**config.mk**
```make
export PLATFORM = sky130hd
export DESIGN_NAME = frame_rms_voice_activity_detector_top
export DESIGN_NICKNAME = d
export VERILOG_FILES = /design/src/frvad_pkg.sv /design/src/frame_rms_voice_activity_detector_top.sv /design/src/frvad_fifo.sv /design/src/frvad_div.sv /design/src/frvad_front.sv /design/src/frvad_back.sv
export SDC_FILE = /design/constraint.sdc
export NUM_CORES = 1
export LEC_CHECK = 0
export BUFFER_PORTS_ARGS = -buffer_cell sky130_fd_sc_hd__buf_2
export CAP_MARGIN = 25
export CELL_PAD_IN_SITES_DETAIL_PLACEMENT = 0
export CELL_PAD_IN_SITES_GLOBAL_PLACEMENT = 1
export CORE_MARGIN = 2
export CORE_UTILIZATION = 46
export CTS_BUF_LIST = sky130_fd_sc_hd__clkbuf_4 sky130_fd_sc_hd__clkbuf_8 sky130_fd_sc_hd__clkbuf_16
export DETAILED_ROUTE_END_ITERATION = 7
export HOLD_SLACK_MARGIN = 0.05
export PLACE_DENSITY = 0.87
export SLEW_MARGIN = 10
export SYNTH_ARGS = -nofsm -noshare
export SYNTH_HDL_FRONTEND = slang
export SYNTH_SLANG_ARGS = --single-unit
```
**constraint.sdc**
```tcl
create_clock -name clk_i -period 12.6 [get_ports clk_i]
set_input_delay 1.26 -clock clk_i [delete_from_list [all_inputs] [get_ports clk_i]]
set_output_delay 1.26 -clock clk_i [all_outputs]
set_load 0.02 [all_outputs]
```
**src/frvad_pkg.sv**
```systemverilog
package frvad_pkg;

  localparam int unsigned SAMPLE_W   = 16;
  localparam int unsigned SQUARE_W   = 32;
  localparam int unsigned SUM_W      = 41;
  localparam int unsigned CNT_W      = 11;
  localparam int unsigned MAX_FRAME  = 1024;
  localparam int unsigned LEVEL_W    = 16;
  localparam int unsigned RMS_W      = 16;
  localparam int unsigned THR_W      = 16;
  localparam int unsigned HOLD_W     = 8;
  localparam int unsigned FS_W       = 16;
  localparam int unsigned CFG_IDX_W  = 3;
  localparam int unsigned CFG_DATA_W = 16;

  // shared serial divider: dividend width and step count
  localparam int unsigned DIV_W      = SUM_W;
  localparam int unsigned DIV_STEPS  = DIV_W;
  localparam int unsigned DIV_CNT_W  = $clog2(DIV_STEPS);
  localparam int unsigned DVSR_W     = 16;

  // square root: two radicand bits per step
  localparam int unsigned SQRT_IN_W  = 32;
  localparam int unsigned SQRT_STEPS = SQRT_IN_W / 2;
  localparam int unsigned SQRT_CNT_W = $clog2(SQRT_STEPS);
  localparam int unsigned SQRT_REM_W = RMS_W + 1;

  localparam logic [THR_W-1:0]  THRESHOLD_RST  = 16'd500;
  localparam logic [HOLD_W-1:0] HOLD_RST       = 8'd15;
  localparam logic [FS_W-1:0]   FULL_SCALE_RST = 16'd5000;

  typedef enum logic [CFG_IDX_W-1:0] {
    REG_ENABLE     = 3'd0,
    REG_MUTED      = 3'd1,
    REG_THRESHOLD  = 3'd2,
    REG_HOLD       = 3'd3,
    REG_FULL_SCALE = 3'd4
  } frvad_reg_e;

  typedef enum logic {
    JOB_DROP  = 1'b0,
    JOB_FRAME = 1'b1
  } frvad_kind_e;

  typedef enum logic [2:0] {
    ST_IDLE,
    ST_MEAN,
    ST_SQRT,
    ST_LSTART,
    ST_LEVEL,
    ST_DONE
  } frvad_state_e;

  typedef struct packed {
    frvad_kind_e      kind;
    logic [SUM_W-1:0] sum;
    logic [CNT_W-1:0] count;
  } frvad_job_t;

  typedef struct packed {
    logic              enable;
    logic              muted;
    logic [THR_W-1:0]  threshold;
    logic [HOLD_W-1:0] hold;
    logic [FS_W-1:0]   full_scale;
  } frvad_cfg_t;

endpackage

```
**src/frame_rms_voice_activity_detector_top.sv**
```systemverilog
// back end: a frame result follows its closing sample through a 41-step mean divide,
//   a 16-step root and a 41-step level divide
// throughput: one sample per cycle while the two-entry job queue has room; the back end
//   ends one job before it takes the next, with the shared serial divider and root unit
// reset: asynchronous active low; registers load 0, 0, 500, 15, 5000 and the
//   accumulator, speaking state and silence count clear
module frame_rms_voice_activity_detector_top (
  input  logic                                  clk_i,
  input  logic                                  rst_ni,
  // sample channel
  input  logic                                  in_valid_i,
  output logic                                  in_stall_o,
  input  logic signed [frvad_pkg::SAMPLE_W-1:0] sample_i,
  input  logic                                  frame_end_i,
  // result channel
  output logic                                  out_valid_o,
  input  logic                                  out_stall_i,
  output logic [frvad_pkg::LEVEL_W-1:0]         level_o,
  output logic [frvad_pkg::RMS_W-1:0]           rms_value_o,
  output logic                                  speaking_o,
  output logic                                  speaking_changed_o,
  output logic                                  transmit_frame_o,
  // register write channel
  input  logic                                  cfg_valid_i,
  output logic                                  cfg_ready_o,
  input  logic [frvad_pkg::CFG_IDX_W-1:0]       cfg_index_i,
  input  logic [frvad_pkg::CFG_DATA_W-1:0]      cfg_data_i
);
  import frvad_pkg::*;

  frvad_cfg_t cfg_q;
  logic       push, full, pop, empty;
  frvad_job_t job_in, job_out;

  // registers always accept a write
  assign cfg_ready_o = 1'b1;

  always_ff @(posedge clk_i or negedge rst_ni) begin
    if (!rst_ni) begin
      cfg_q.enable     <= 1'b0;
      cfg_q.muted      <= 1'b0;
      cfg_q.threshold  <= THRESHOLD_RST;
      cfg_q.hold       <= HOLD_RST;
      cfg_q.full_scale <= FULL_SCALE_RST;
    end else if (cfg_valid_i && cfg_ready_o) begin
      unique case (cfg_index_i)
        REG_ENABLE:     cfg_q.enable     <= cfg_data_i[0];
        REG_MUTED:      cfg_q.muted      <= cfg_data_i[0];
        REG_THRESHOLD:  cfg_q.threshold  <= cfg_data_i[THR_W-1:0];
        REG_HOLD:       cfg_q.hold       <= cfg_data_i[HOLD_W-1:0];
        REG_FULL_SCALE: cfg_q.full_scale <= cfg_data_i[FS_W-1:0];
        default: ;  // unmapped index, write ignored
      endcase
    end
  end

  // front end: squares and sums samples, posts one job per frame end
  // and one per sample dropped while disabled
  frvad_front u_front (
    .clk_i       (clk_i),
    .rst_ni      (rst_ni),
    .enable_i    (cfg_q.enable),
    .in_valid_i  (in_valid_i),
    .in_stall_o  (in_stall_o),
    .sample_i    (sample_i),
    .frame_end_i (frame_end_i),
    .push_o      (push),
    .job_o       (job_in),
    .full_i      (full)
  );

  // short job queue lets the front keep taking samples while the back works
  frvad_fifo u_fifo (
    .clk_i   (clk_i),
    .rst_ni  (rst_ni),
    .push_i  (push),
    .data_i  (job_in),
    .full_o  (full),
    .pop_i   (pop),
    .empty_o (empty),
    .data_o  (job_out)
  );

  // back end: mean, root, level scaling, voice rule and output register
  frvad_back u_back (
    .clk_i              (clk_i),
    .rst_ni             (rst_ni),
    .cfg_i              (cfg_q),
    .empty_i            (empty),
    .job_i              (job_out),
    .pop_o              (pop),
    .out_valid_o        (out_valid_o),
    .out_stall_i        (out_stall_i),
    .level_o            (level_o),
    .rms_value_o        (rms_value_o),
    .speaking_o         (speaking_o),
    .speaking_changed_o (speaking_changed_o),
    .transmit_frame_o   (transmit_frame_o)
  );

endmodule

```
**src/frvad_fifo.sv**
```systemverilog
module frvad_fifo (
  input  logic                clk_i,
  input  logic                rst_ni,
  input  logic                push_i,
  input  frvad_pkg::frvad_job_t data_i,
  output logic                full_o,
  input  logic                pop_i,
  output logic                empty_o,
  output frvad_pkg::frvad_job_t data_o
);
  import frvad_pkg::*;

  frvad_job_t mem_q [2];
  logic       wr_ptr_q, rd_ptr_q;
  logic [1:0] fill_q;

  assign full_o  = fill_q[1];
  assign empty_o = (fill_q == 2'd0);
  assign data_o  = mem_q[rd_ptr_q];

  always_ff @(posedge clk_i) begin
    if (push_i) begin
      mem_q[wr_ptr_q] <= data_i;
    end
  end

  always_ff @(posedge clk_i or negedge rst_ni) begin
    if (!rst_ni) begin
      wr_ptr_q <= 1'b0;
      rd_ptr_q <= 1'b0;
      fill_q   <= 2'd0;
    end else begin
      if (push_i) wr_ptr_q <= ~wr_ptr_q;
      if (pop_i)  rd_ptr_q <= ~rd_ptr_q;
      case ({push_i, pop_i})
        2'b10:   fill_q <= fill_q + 2'd1;
        2'b01:   fill_q <= fill_q - 2'd1;
        default: fill_q <= fill_q;
      endcase
    end
  end

  a_no_overflow: assert property (@(posedge clk_i) disable iff (!rst_ni)
    push_i |-> !full_o)
    else $error("push into full queue");
  a_no_underflow: assert property (@(posedge clk_i) disable iff (!rst_ni)
    pop_i |-> !empty_o)
    else $error("pop from empty queue");

endmodule

```
**src/frvad_div.sv**
```systemverilog
module frvad_div (
  input  logic                          clk_i,
  input  logic                          rst_ni,
  input  logic                          start_i,
  input  logic [frvad_pkg::DIV_W-1:0]  dividend_i,
  input  logic [frvad_pkg::DVSR_W-1:0] divisor_i,
  output logic                          done_o,
  output logic [frvad_pkg::DIV_W-1:0]  quotient_o
);
  import frvad_pkg::*;

  logic                 busy_q;
  logic                 done_q;
  logic [DIV_CNT_W-1:0] cnt_q;
  logic [DIV_W-1:0]     quo_q;
  logic [DVSR_W-1:0]    rem_q;
  logic [DVSR_W-1:0]    dvsr_q;
  logic [DVSR_W:0]      trial;
  logic                 fits;

  // restoring division, one quotient bit per cycle
  assign trial = {rem_q, quo_q[DIV_W-1]};
  assign fits  = (trial >= {1'b0, dvsr_q});

  assign done_o     = done_q;
  assign quotient_o = quo_q;

  always_ff @(posedge clk_i) begin
    if (start_i) begin
      quo_q  <= dividend_i;
      rem_q  <= '0;
      dvsr_q <= divisor_i;
    end else if (busy_q) begin
      quo_q <= {quo_q[DIV_W-2:0], fits};
      rem_q <= fits ? DVSR_W'(trial - {1'b0, dvsr_q}) : trial[DVSR_W-1:0];
    end
  end

  always_ff @(posedge clk_i or negedge rst_ni) begin
    if (!rst_ni) begin
      busy_q <= 1'b0;
      done_q <= 1'b0;
      cnt_q  <= '0;
    end else begin
      done_q <= 1'b0;
      if (start_i) begin
        busy_q <= 1'b1;
        cnt_q  <= '0;
      end else if (busy_q) begin
        cnt_q <= cnt_q + DIV_CNT_W'(1);
        if (cnt_q == DIV_CNT_W'(DIV_STEPS - 1)) begin
          busy_q <= 1'b0;
          done_q <= 1'b1;
        end
      end
    end
  end

  a_start_idle: assert property (@(posedge clk_i) disable iff (!rst_ni)
    start_i |-> !busy_q)
    else $error("divider restarted while busy");

endmodule

```
**src/frvad_front.sv**
```systemverilog
module frvad_front (
  input  logic                           clk_i,
  input  logic                           rst_ni,
  input  logic                           enable_i,
  input  logic                           in_valid_i,
  output logic                           in_stall_o,
  input  logic signed [frvad_pkg::SAMPLE_W-1:0] sample_i,
  input  logic                           frame_end_i,
  output logic                           push_o,
  output frvad_pkg::frvad_job_t          job_o,
  input  logic                           full_i
);
  import frvad_pkg::*;

  logic [SUM_W-1:0]    sum_q, sum_d;
  logic [CNT_W-1:0]    cnt_q, cnt_d;
  logic                accept;
  logic [SAMPLE_W-1:0] mag;
  logic [SQUARE_W-1:0] square;
  logic                room;
  logic [SUM_W-1:0]    sum_new;
  logic [CNT_W-1:0]    cnt_new;

  assign in_stall_o = full_i;
  assign accept     = in_valid_i & ~in_stall_o;

  // magnitude of -32768 wraps to 0x8000, which is its true magnitude
  assign mag    = sample_i[SAMPLE_W-1] ? SAMPLE_W'(-sample_i) : SAMPLE_W'(sample_i);
  assign square = SQUARE_W'(mag) * SQUARE_W'(mag);
  assign room   = (cnt_q < CNT_W'(MAX_FRAME));

  assign sum_new = room ? sum_q + SUM_W'(square) : sum_q;
  assign cnt_new = room ? cnt_q + CNT_W'(1) : cnt_q;

  always_comb begin
    sum_d      = sum_q;
    cnt_d      = cnt_q;
    push_o     = 1'b0;
    job_o.kind  = JOB_FRAME;
    job_o.sum   = sum_new;
    job_o.count = cnt_new;
    if (accept) begin
      if (!enable_i) begin
        sum_d      = '0;
        cnt_d      = '0;
        push_o     = 1'b1;
        job_o.kind = JOB_DROP;
      end else if (frame_end_i) begin
        sum_d  = '0;
        cnt_d  = '0;
        push_o = 1'b1;
      end else begin
        sum_d = sum_new;
        cnt_d = cnt_new;
      end
    end
  end

  always_ff @(posedge clk_i or negedge rst_ni) begin
    if (!rst_ni) begin
      sum_q <= '0;
      cnt_q <= '0;
    end else begin
      sum_q <= sum_d;
      cnt_q <= cnt_d;
    end
  end

endmodule

```
**src/frvad_back.sv**
```systemverilog
module frvad_back (
  input  logic                            clk_i,
  input  logic                            rst_ni,
  input  frvad_pkg::frvad_cfg_t           cfg_i,
  input  logic                            empty_i,
  input  frvad_pkg::frvad_job_t           job_i,
  output logic                            pop_o,
  output logic                            out_valid_o,
  input  logic                            out_stall_i,
  output logic [frvad_pkg::LEVEL_W-1:0]   level_o,
  output logic [frvad_pkg::RMS_W-1:0]     rms_value_o,
  output logic                            speaking_o,
  output logic                            speaking_changed_o,
  output logic                            transmit_frame_o
);
  import frvad_pkg::*;

  frvad_state_e          state_q, state_d;
  logic [SQRT_CNT_W-1:0] step_q, step_d;
  logic [SQRT_IN_W-1:0]  val_q, val_d;
  logic [SQRT_REM_W-1:0] rem_q, rem_d;
  logic [RMS_W-1:0]      root_q, root_d;
  logic [RMS_W-1:0]      rms_q, rms_d;
  logic [LEVEL_W-1:0]    lvl_q, lvl_d;
  logic                  spk_q, spk_d;
  logic [HOLD_W-1:0]     sil_q, sil_d;

  logic                  ov_q, ov_d;
  logic [LEVEL_W-1:0]    o_level_q, o_level_d;
  logic [RMS_W-1:0]      o_rms_q, o_rms_d;
  logic                  o_spk_q, o_spk_d;
  logic                  o_chg_q, o_chg_d;
  logic                  o_tx_q, o_tx_d;

  logic                  div_start, div_done;
  logic [DIV_W-1:0]      div_dividend, div_quotient;
  logic [DVSR_W-1:0]     div_divisor;

  logic [SQRT_REM_W+1:0] sq_shift, sq_trial;
  logic                  sq_fits;
  logic [SQUARE_W-1:0]   scaled;
  logic [FS_W-1:0]       fs_eff;
  logic                  out_free;
  logic                  v_spk;
  logic [HOLD_W-1:0]     v_sil, sil_inc;

  frvad_div u_div (
    .clk_i      (clk_i),
    .rst_ni     (rst_ni),
    .start_i    (div_start),
    .dividend_i (div_dividend),
    .divisor_i  (div_divisor),
    .done_o     (div_done),
    .quotient_o (div_quotient)
  );

  assign sq_shift = {rem_q, val_q[SQRT_IN_W-1 -: 2]};
  assign sq_trial = {1'b0, root_q, 2'b01};
  assign sq_fits  = (sq_shift >= sq_trial);

  // rms * 65535 as a shift and subtract
  assign scaled = {rms_q, 16'd0} - SQUARE_W'(rms_q);
  assign fs_eff = (cfg_i.full_scale == '0) ? FS_W'(1) : cfg_i.full_scale;

  assign out_free = ~ov_q | ~out_stall_i;
  assign sil_inc  = sil_q + HOLD_W'(1);

  always_comb begin
    v_spk = spk_q;
    v_sil = sil_q;
    if (rms_q >= cfg_i.threshold) begin
      v_sil = '0;
      if (!cfg_i.muted) v_spk = 1'b1;
    end else if (spk_q) begin
      v_sil = sil_inc;
      if (sil_inc >= cfg_i.hold) begin
        v_spk = 1'b0;
        v_sil = '0;
      end
    end
  end

  always_comb begin
    state_d      = state_q;
    step_d       = step_q;
    val_d        = val_q;
    rem_d        = rem_q;
    root_d       = root_q;
    rms_d        = rms_q;
    lvl_d        = lvl_q;
    spk_d        = spk_q;
    sil_d        = sil_q;
    pop_o        = 1'b0;
    div_start    = 1'b0;
    div_dividend = DIV_W'(scaled);
    div_divisor  = fs_eff;
    ov_d         = ov_q & out_stall_i;
    o_level_d    = o_level_q;
    o_rms_d      = o_rms_q;
    o_spk_d      = o_spk_q;
    o_chg_d      = o_chg_q;
    o_tx_d       = o_tx_q;
    unique case (state_q)
      ST_IDLE: begin
        if (!empty_i) begin
          pop_o = 1'b1;
          if (job_i.kind == JOB_DROP) begin
            spk_d = 1'b0;
          end else if (job_i.count == '0) begin
            val_d   = '0;
            rem_d   = '0;
            root_d  = '0;
            step_d  = '0;
            state_d = ST_SQRT;
          end else begin
            div_start    = 1'b1;
            div_dividend = job_i.sum;
            div_divisor  = DVSR_W'(job_i.count);
            state_d      = ST_MEAN;
          end
        end
      end
      ST_MEAN: begin
        if (div_done) begin
          // the mean never exceeds one full-scale square
          val_d   = div_quotient[SQRT_IN_W-1:0];
          rem_d   = '0;
          root_d  = '0;
          step_d  = '0;
          state_d = ST_SQRT;
        end
      end
      ST_SQRT: begin
        val_d  = {val_q[SQRT_IN_W-3:0], 2'b00};
        rem_d  = sq_fits ? SQRT_REM_W'(sq_shift - sq_trial) : SQRT_REM_W'(sq_shift);
        root_d = {root_q[RMS_W-2:0], sq_fits};
        step_d = step_q + SQRT_CNT_W'(1);
        if (step_q == SQRT_CNT_W'(SQRT_STEPS - 1)) begin
          rms_d   = {root_q[RMS_W-2:0], sq_fits};
          state_d = ST_LSTART;
        end
      end
      ST_LSTART: begin
        div_start = 1'b1;
        state_d   = ST_LEVEL;
      end
      ST_LEVEL: begin
        if (div_done) begin
          lvl_d   = (div_quotient[DIV_W-1:LEVEL_W] != '0) ? '1
                                                          : div_quotient[LEVEL_W-1:0];
          state_d = ST_DONE;
        end
      end
      ST_DONE: begin
        if (out_free) begin
          ov_d      = 1'b1;
          o_level_d = lvl_q;
          o_rms_d   = rms_q;
          o_spk_d   = v_spk;
          o_chg_d   = v_spk ^ spk_q;
          o_tx_d    = ~cfg_i.muted;
          spk_d     = v_spk;
          sil_d     = v_sil;
          state_d   = ST_IDLE;
        end
      end
      default: state_d = ST_IDLE;
    endcase
  end

  always_ff @(posedge clk_i) begin
    step_q    <= step_d;
    val_q     <= val_d;
    rem_q     <= rem_d;
    root_q    <= root_d;
    rms_q     <= rms_d;
    lvl_q     <= lvl_d;
    o_level_q <= o_level_d;
    o_rms_q   <= o_rms_d;
    o_spk_q   <= o_spk_d;
    o_chg_q   <= o_chg_d;
    o_tx_q    <= o_tx_d;
  end

  always_ff @(posedge clk_i or negedge rst_ni) begin
    if (!rst_ni) begin
      state_q <= ST_IDLE;
      spk_q   <= 1'b0;
      sil_q   <= '0;
      ov_q    <= 1'b0;
    end else begin
      state_q <= state_d;
      spk_q   <= spk_d;
      sil_q   <= sil_d;
      ov_q    <= ov_d;
    end
  end

  assign out_valid_o        = ov_q;
  assign level_o            = o_level_q;
  assign rms_value_o        = o_rms_q;
  assign speaking_o         = o_spk_q;
  assign speaking_changed_o = o_chg_q;
  assign transmit_frame_o   = o_tx_q;

  a_muted_no_onset: assert property (@(posedge clk_i) disable iff (!rst_ni)
    (state_q == ST_DONE && out_free && cfg_i.muted) |-> !(v_spk && !spk_q))
    else $error("speaking entered while muted");
  a_onset_loud: assert property (@(posedge clk_i) disable iff (!rst_ni)
    (state_q == ST_DONE && out_free && v_spk && !spk_q) |-> (rms_q >= cfg_i.threshold))
    else $error("speaking entered on a quiet frame");
  a_pop_idle: assert property (@(posedge clk_i) disable iff (!rst_ni)
    pop_o |-> (state_q == ST_IDLE))
    else $error("job taken while busy");

endmodule

```
Yosys cells after proc, flatten, opt, wreduce, memory -nomap -nowiden. Memory sizes are Yosys's and may differ from the RTL's. Cells that the tools add are included.

Register bits after elaboration: 328. RAM bits: 106. Input bits: 41. Output and inout port bits: 38. Word-level logic and storage cells: 186. Memories kept: 1.

Memory list: u_fifo.mem_q (words 2, bits a word 53, rd ports 1, clocked after Yosys merged registers in 0, wr ports 1, line frvad_fifo.sv:13) `frvad_job_t mem_q [2];`.

$add $sub $neg: 11. $mul: 1. Order comparisons: 5. Eq/ne operators: 21. Mux-type cells: 83. Bitwise operators: 10. Reductions and logical operators: 23.

Operators by type and width (number): two-way mux 41 bit (9); two-way mux 16 bit (11); two-way mux 32 bit (4); case mux 32 bit (3 select lines) (1); two-way mux 17 bit (5); case mux 17 bit (3 select lines) (1); case mux 16 bit (3 select lines) (1); adder 41 x 32 -> 41 bit (1); two-way mux 11 bit (3); multiplier 16 x 16 -> 32 bit (1); subtractor 32 x 16 -> 32 bit (1); two-way mux 1 bit (27); nonzero test 25 bit (1); two-way mux 8 bit (3); greater-or-equal comparator 19 x 18 -> 1 bit (1); two-way mux 3 bit (6); case mux 3 bit (6 select lines) (1); greater-or-equal comparator 17 x 16 -> 1 bit (1); subtractor 17 bit (1); greater-or-equal comparator 16 bit (1); zero test 16 bit (1); two-way mux 4 bit (4); negation 16 bit (1); AND reduction 2 bit (8); 36 further kinds (60).

Depth between registers and ports, before layout.
Depth after elaboration: 7. Depth in mapped cells: 32. Depth with buffers taken out: 30.

By module. From an unflattened synthesis, not the netlist that was laid out.

Cells, all modules: 2744. Area total of the unflattened synthesis: 29786.1 sq um.

Modules (own cells, without submodules): frvad_front (times used 1, cells an instance 1325, area an instance 11298.3 sq um, seq. area each 1301.2 sq um); frvad_back (times used 1, cells an instance 800, area an instance 8398.1 sq um, seq. area each 4409.2 sq um); frvad_fifo (times used 1, cells an instance 180, area an instance 4252.8 sq um, seq. area each 3283.1 sq um); frvad_div (times used 1, cells an instance 344, area an instance 4141.5 sq um, seq. area each 2232.1 sq um); frame_rms_voice_activity_detector_top (times used 1, cells an instance 95, area an instance 1695.4 sq um, seq. area each 1069.8 sq um).

Worst setup path after synthesis. No wires, ideal clock.

Kind: register -> register. Start: register u_fifo.rd_ptr_q. End: register u_back.rem_q[0], enable pin. Setup time: 864 ps. Arrival time: 11772 ps. Required time: 11736 ps. Slack: -36 ps. Cell stages (with the launch flop): 7. Buffers on the path: 1. Clock period less this slack: 12636 ps. Path through: dfrtp_1 -> clkbuf_1 -> nor4_1 -> nand3_1 -> nand2_1 -> nor3_1 -> a2111oi_0.

Longest elaborated chain between the ends: 4. Elaborated cells on any way between the ends: 5. Classes of those cells: 2 x eq/ne; 2 x reduce/logical; 1 x memory.

Ends and longest elaborated chain: from (decl) (line frvad_fifo.sv:14) `logic wr_ptr_q, rd_ptr_q;`; from (signal assigned) (line frvad_fifo.sv:34) `if (pop_i) rd_ptr_q <= ~rd_ptr_q;`; memory read (2 x 53 bit) *; zero test 11 bit (line frvad_back.sv:109) `end else if (job_i.count == '0) begin`; inequality test 2 x 1 -> 1 bit (no line); AND reduction 5 bit (no line) *; to (signal assigned) (line frvad_back.sv:174) `rem_q <= rem_d;`; to (decl) (line frvad_back.sv:21) `logic [SQRT_REM_W-1:0] rem_q, rem_d;`.

Every way passes the cells marked *; elsewhere a longest branch is shown, timed or not. A chain may end at the register's enable or synchronous reset.

==> flow_summary.ini <==
[cts]
root_buffer = clkbuf_16
cts_buffers = 42
clock_latency_ns = 0.56
h-tree-depth = 2
cts_resized = 0
clk_pin_slew_worst_paths_ns = 0.06
cts.sinks = 434
cts_hold_buf = 0
cts_tree = done
clockBufferDepth = 3
post_cts_buffers = 0

[placed_design]
placed_cells = 3554
routabilityCongestion = 0.9323
io_buffer_count = 77
dpl_cell_area_sq_mm = 0.03015
hpwl_um = 51650

[cells_and_area]
syn2layout_area_growth_pct = 9.641
layout-drive-gt1-share = 0.09510
final_core_util = 0.5119
layoutNonFillerInstCount = 3634
fin_nets = 3172
design_area_sq_mm = 0.03165
insertedDiodeCount = 0

[floorplan]
fp.dieH_um = 254.5
ioPinCount = 79
die_w_um = 254.5
dieArea_sq_mm = 0.06477
core_sq_mm = 0.06183
initial_core_util = 0.4669
row_count = 91

[setup_path]
cp-start-kind = primary input
cp.arrival_ns = 9.60
end_kind = flop
critPathRequiredTime_ns = 12.85
path_max_fanout = 16
path_class = in -> reg

[sta]
finClkSkew_ns = 0.02458
rsz0062_at_grt = false
hold_violations = 0
period_share = 0.7427
setup_violations = 0
period_needed_ns = 9.358
tightest_slew_ns = 1.094
fin_tns_setup_ns = 0
maxSlewViolCount = 0
fmax_mhz = 106.9
max-slew-margin-rel = 0.2521

[run_status]
outcome = complete, no violations

[yosys]
synth_edf_count = 299
ys_seq_area_frac = 0.4260
synthFlopType = edfxtp_1
syn_avg_cell_area_sq_um = 10.66
syn-instance-count = 2708
synth_area_sq_mm = 0.02886
yosys_warnings = 0
synth.ff_latch_count = 434
ys_async_sr_fraction = 0.2742
ys_types = 89

[routing]
first_pass_iters = 5
vias = 19710
first_iter_violations = 1383
via_per_inst = 5.425
drcViolationCount = 0
detail-route-antenna-nets = 0
wire_per_inst_um = 18.56
wirelength_um = 67460

[flow_run]
max_cap_violations = 0

[grt]
grt_usage = 0.2126
grt_pass1_vias = 20140
grt_pass1_wl_um = 108800
grt_max_degree = 75
antenna_found_initial = 0
grt_overflow = 0

[hold_path]
hold_path_class = reg -> reg
## synth_stat cells, types with 11 or more instances
cell	count	area, sq um
xor2_1	52	455.4
a22o_1	45	394.1
o21ai_0	150	750.7
and2_1	18	112.6
nor4_1	20	125.1
edfxtp_1	299	8979
nand3_1	53	265.3
a21oi_1	89	445.4
ha_1	172	2152
nand4_1	16	100.1
nor2b_1	20	125.1
mux2i_1	77	770.7
a31oi_1	11	68.82
inv_1	421	1580
a211oi_1	33	247.7
and3_1	16	100.1
nor3b_1	11	82.58
o211ai_1	16	120.1
nand2_1	244	915.9
xnor2_1	70	613.1
dfstp_2	15	394.1
a21o_1	34	255.2
clkbuf_1	79	296.5
nor3_1	29	145.1
dfxtp_1	16	320.3
nand2b_1	18	112.6
nor2_1	173	649.4
buf_2	12	60.06
dfrtp_1	104	2603
fa_1	195	3904
or3_1	23	143.9
mux2_2	37	416.7
## cell usage in the layout (no fill, tap or decap), types with 70 or more instances in the layout
| master | Yosys | final |
|---|---|---|
| dfrtp_1 | 104 | 102 |
| mux2i_1 | 77 | 77 |
| ha_1 | 172 | 172 |
| inv_1 | 421 | 421 |
| fa_1 | 195 | 195 |
| nor2_1 | 173 | 170 |
| xnor2_1 | 70 | 70 |
| buf_2 | 12 | 76 |
| edfxtp_1 | 299 | 299 |
| nand2_1 | 244 | 244 |
| a21oi_1 | 89 | 88 |
| o21ai_0 | 150 | 150 |
## layout make-up
type	instances	area (sq um)
timing repair buffer	104	621.8
inverter	425	1595
clock buffer	54	1219
fill	5459	30180
multi-input combinational	1757	14640
tap	837	1047
sequential	434	12300
clock inverter	23	226.5
## final timing paths
kind | start | end | slack, ns | depth (start not counted)
max | sample_i[0] | u_fifo.mem_q[0][43] | 3.24 | 28
min | u_back.lvl_q[7] | u_back.level_o[7] | 0.42 | 0
max reg2reg | u_front.sum_q[9] | u_fifo.mem_q[0][36] | 7.00 | 15
min reg2reg | u_back.lvl_q[7] | u_back.level_o[7] | 0.42 | 0
max in group asynchronous | rst_ni | cfg_q[27] | 10.45 | 2
min in group asynchronous | rst_ni | u_fifo.fill_q[1] | 0.74 | 1
## cell families (layout without fill, tap and decap cells)
group,after synthesis,count (layout),share of synthesized area
buffers and inverters,527,606,0.06975
other,2,12,0.0002602
muxes,114,114,0.04114
and+or+nand+nor,677,677,0.1107
AOI/OAI and AO/OA,464,464,0.1048
DFF,434,434,0.4260
xor gates and xnor gates,123,123,0.03758
adders and majority gates,367,367,0.2098
## metrics by stage
stage / hold slack (ns) / setup slack, ns
after floorplan: 0.4003 / 3.379
after global placement: 0.4030 / 2.517
after detailed placement: 0.4045 / 2.476
after CTS: 0.4210 / 3.028
after global routing: 0.4249 / 2.578
final: 0.4192 / 3.242
## state kept, by name, summed over array words and instances, names as in the netlist, 17 cells and up
| name | count |
|---|---|
| cfg_q | 42 |
| u_back.rem_q | 17 |
| u_back.u_div.quotient_o | 41 |
| u_back.val_q | 32 |
| u_fifo.mem_q | 106 |
| u_front.sum_q | 41 |
## layer usage
layer | vias up | GRT usage | part of all wire
met5 | - | 0 | 0
met4 | 0 | 0.06471 | 0.028
met3 | 126 | 0.02031 | 0.052
met2 | 585 | 0.3622 | 0.48
met1 | 9702 | 0.2882 | 0.44
li1 | 9301 | - | -
## worst max-delay path, cell delays in order
cell and delay [ns]:
buf_2 0.17, inv_1 0.30, ha_1 0.29, nand2_1 0.07, nand2_1 0.08, xor2_1 0.53
inv_1 0.50, nand2_1 0.49, inv_1 0.18, fa_1 0.56, inv_1 0.06, fa_1 0.52
inv_1 0.05, fa_1 0.54, fa_1 0.47, fa_1 0.52, inv_1 0.06, fa_1 0.53
inv_1 0.05, ha_1 0.48, nand4_1 0.27, nor3_1 0.32, nor3b_1 0.29, a22o_1 0.17
a21oi_1 0.08, a221o_1 0.35, a21boi_0 0.25, o31ai_1 0.14
Power is left out: the tool's default activity adds up to more than one toggle a clock period on the data nets, which glitch-free logic cannot reach.
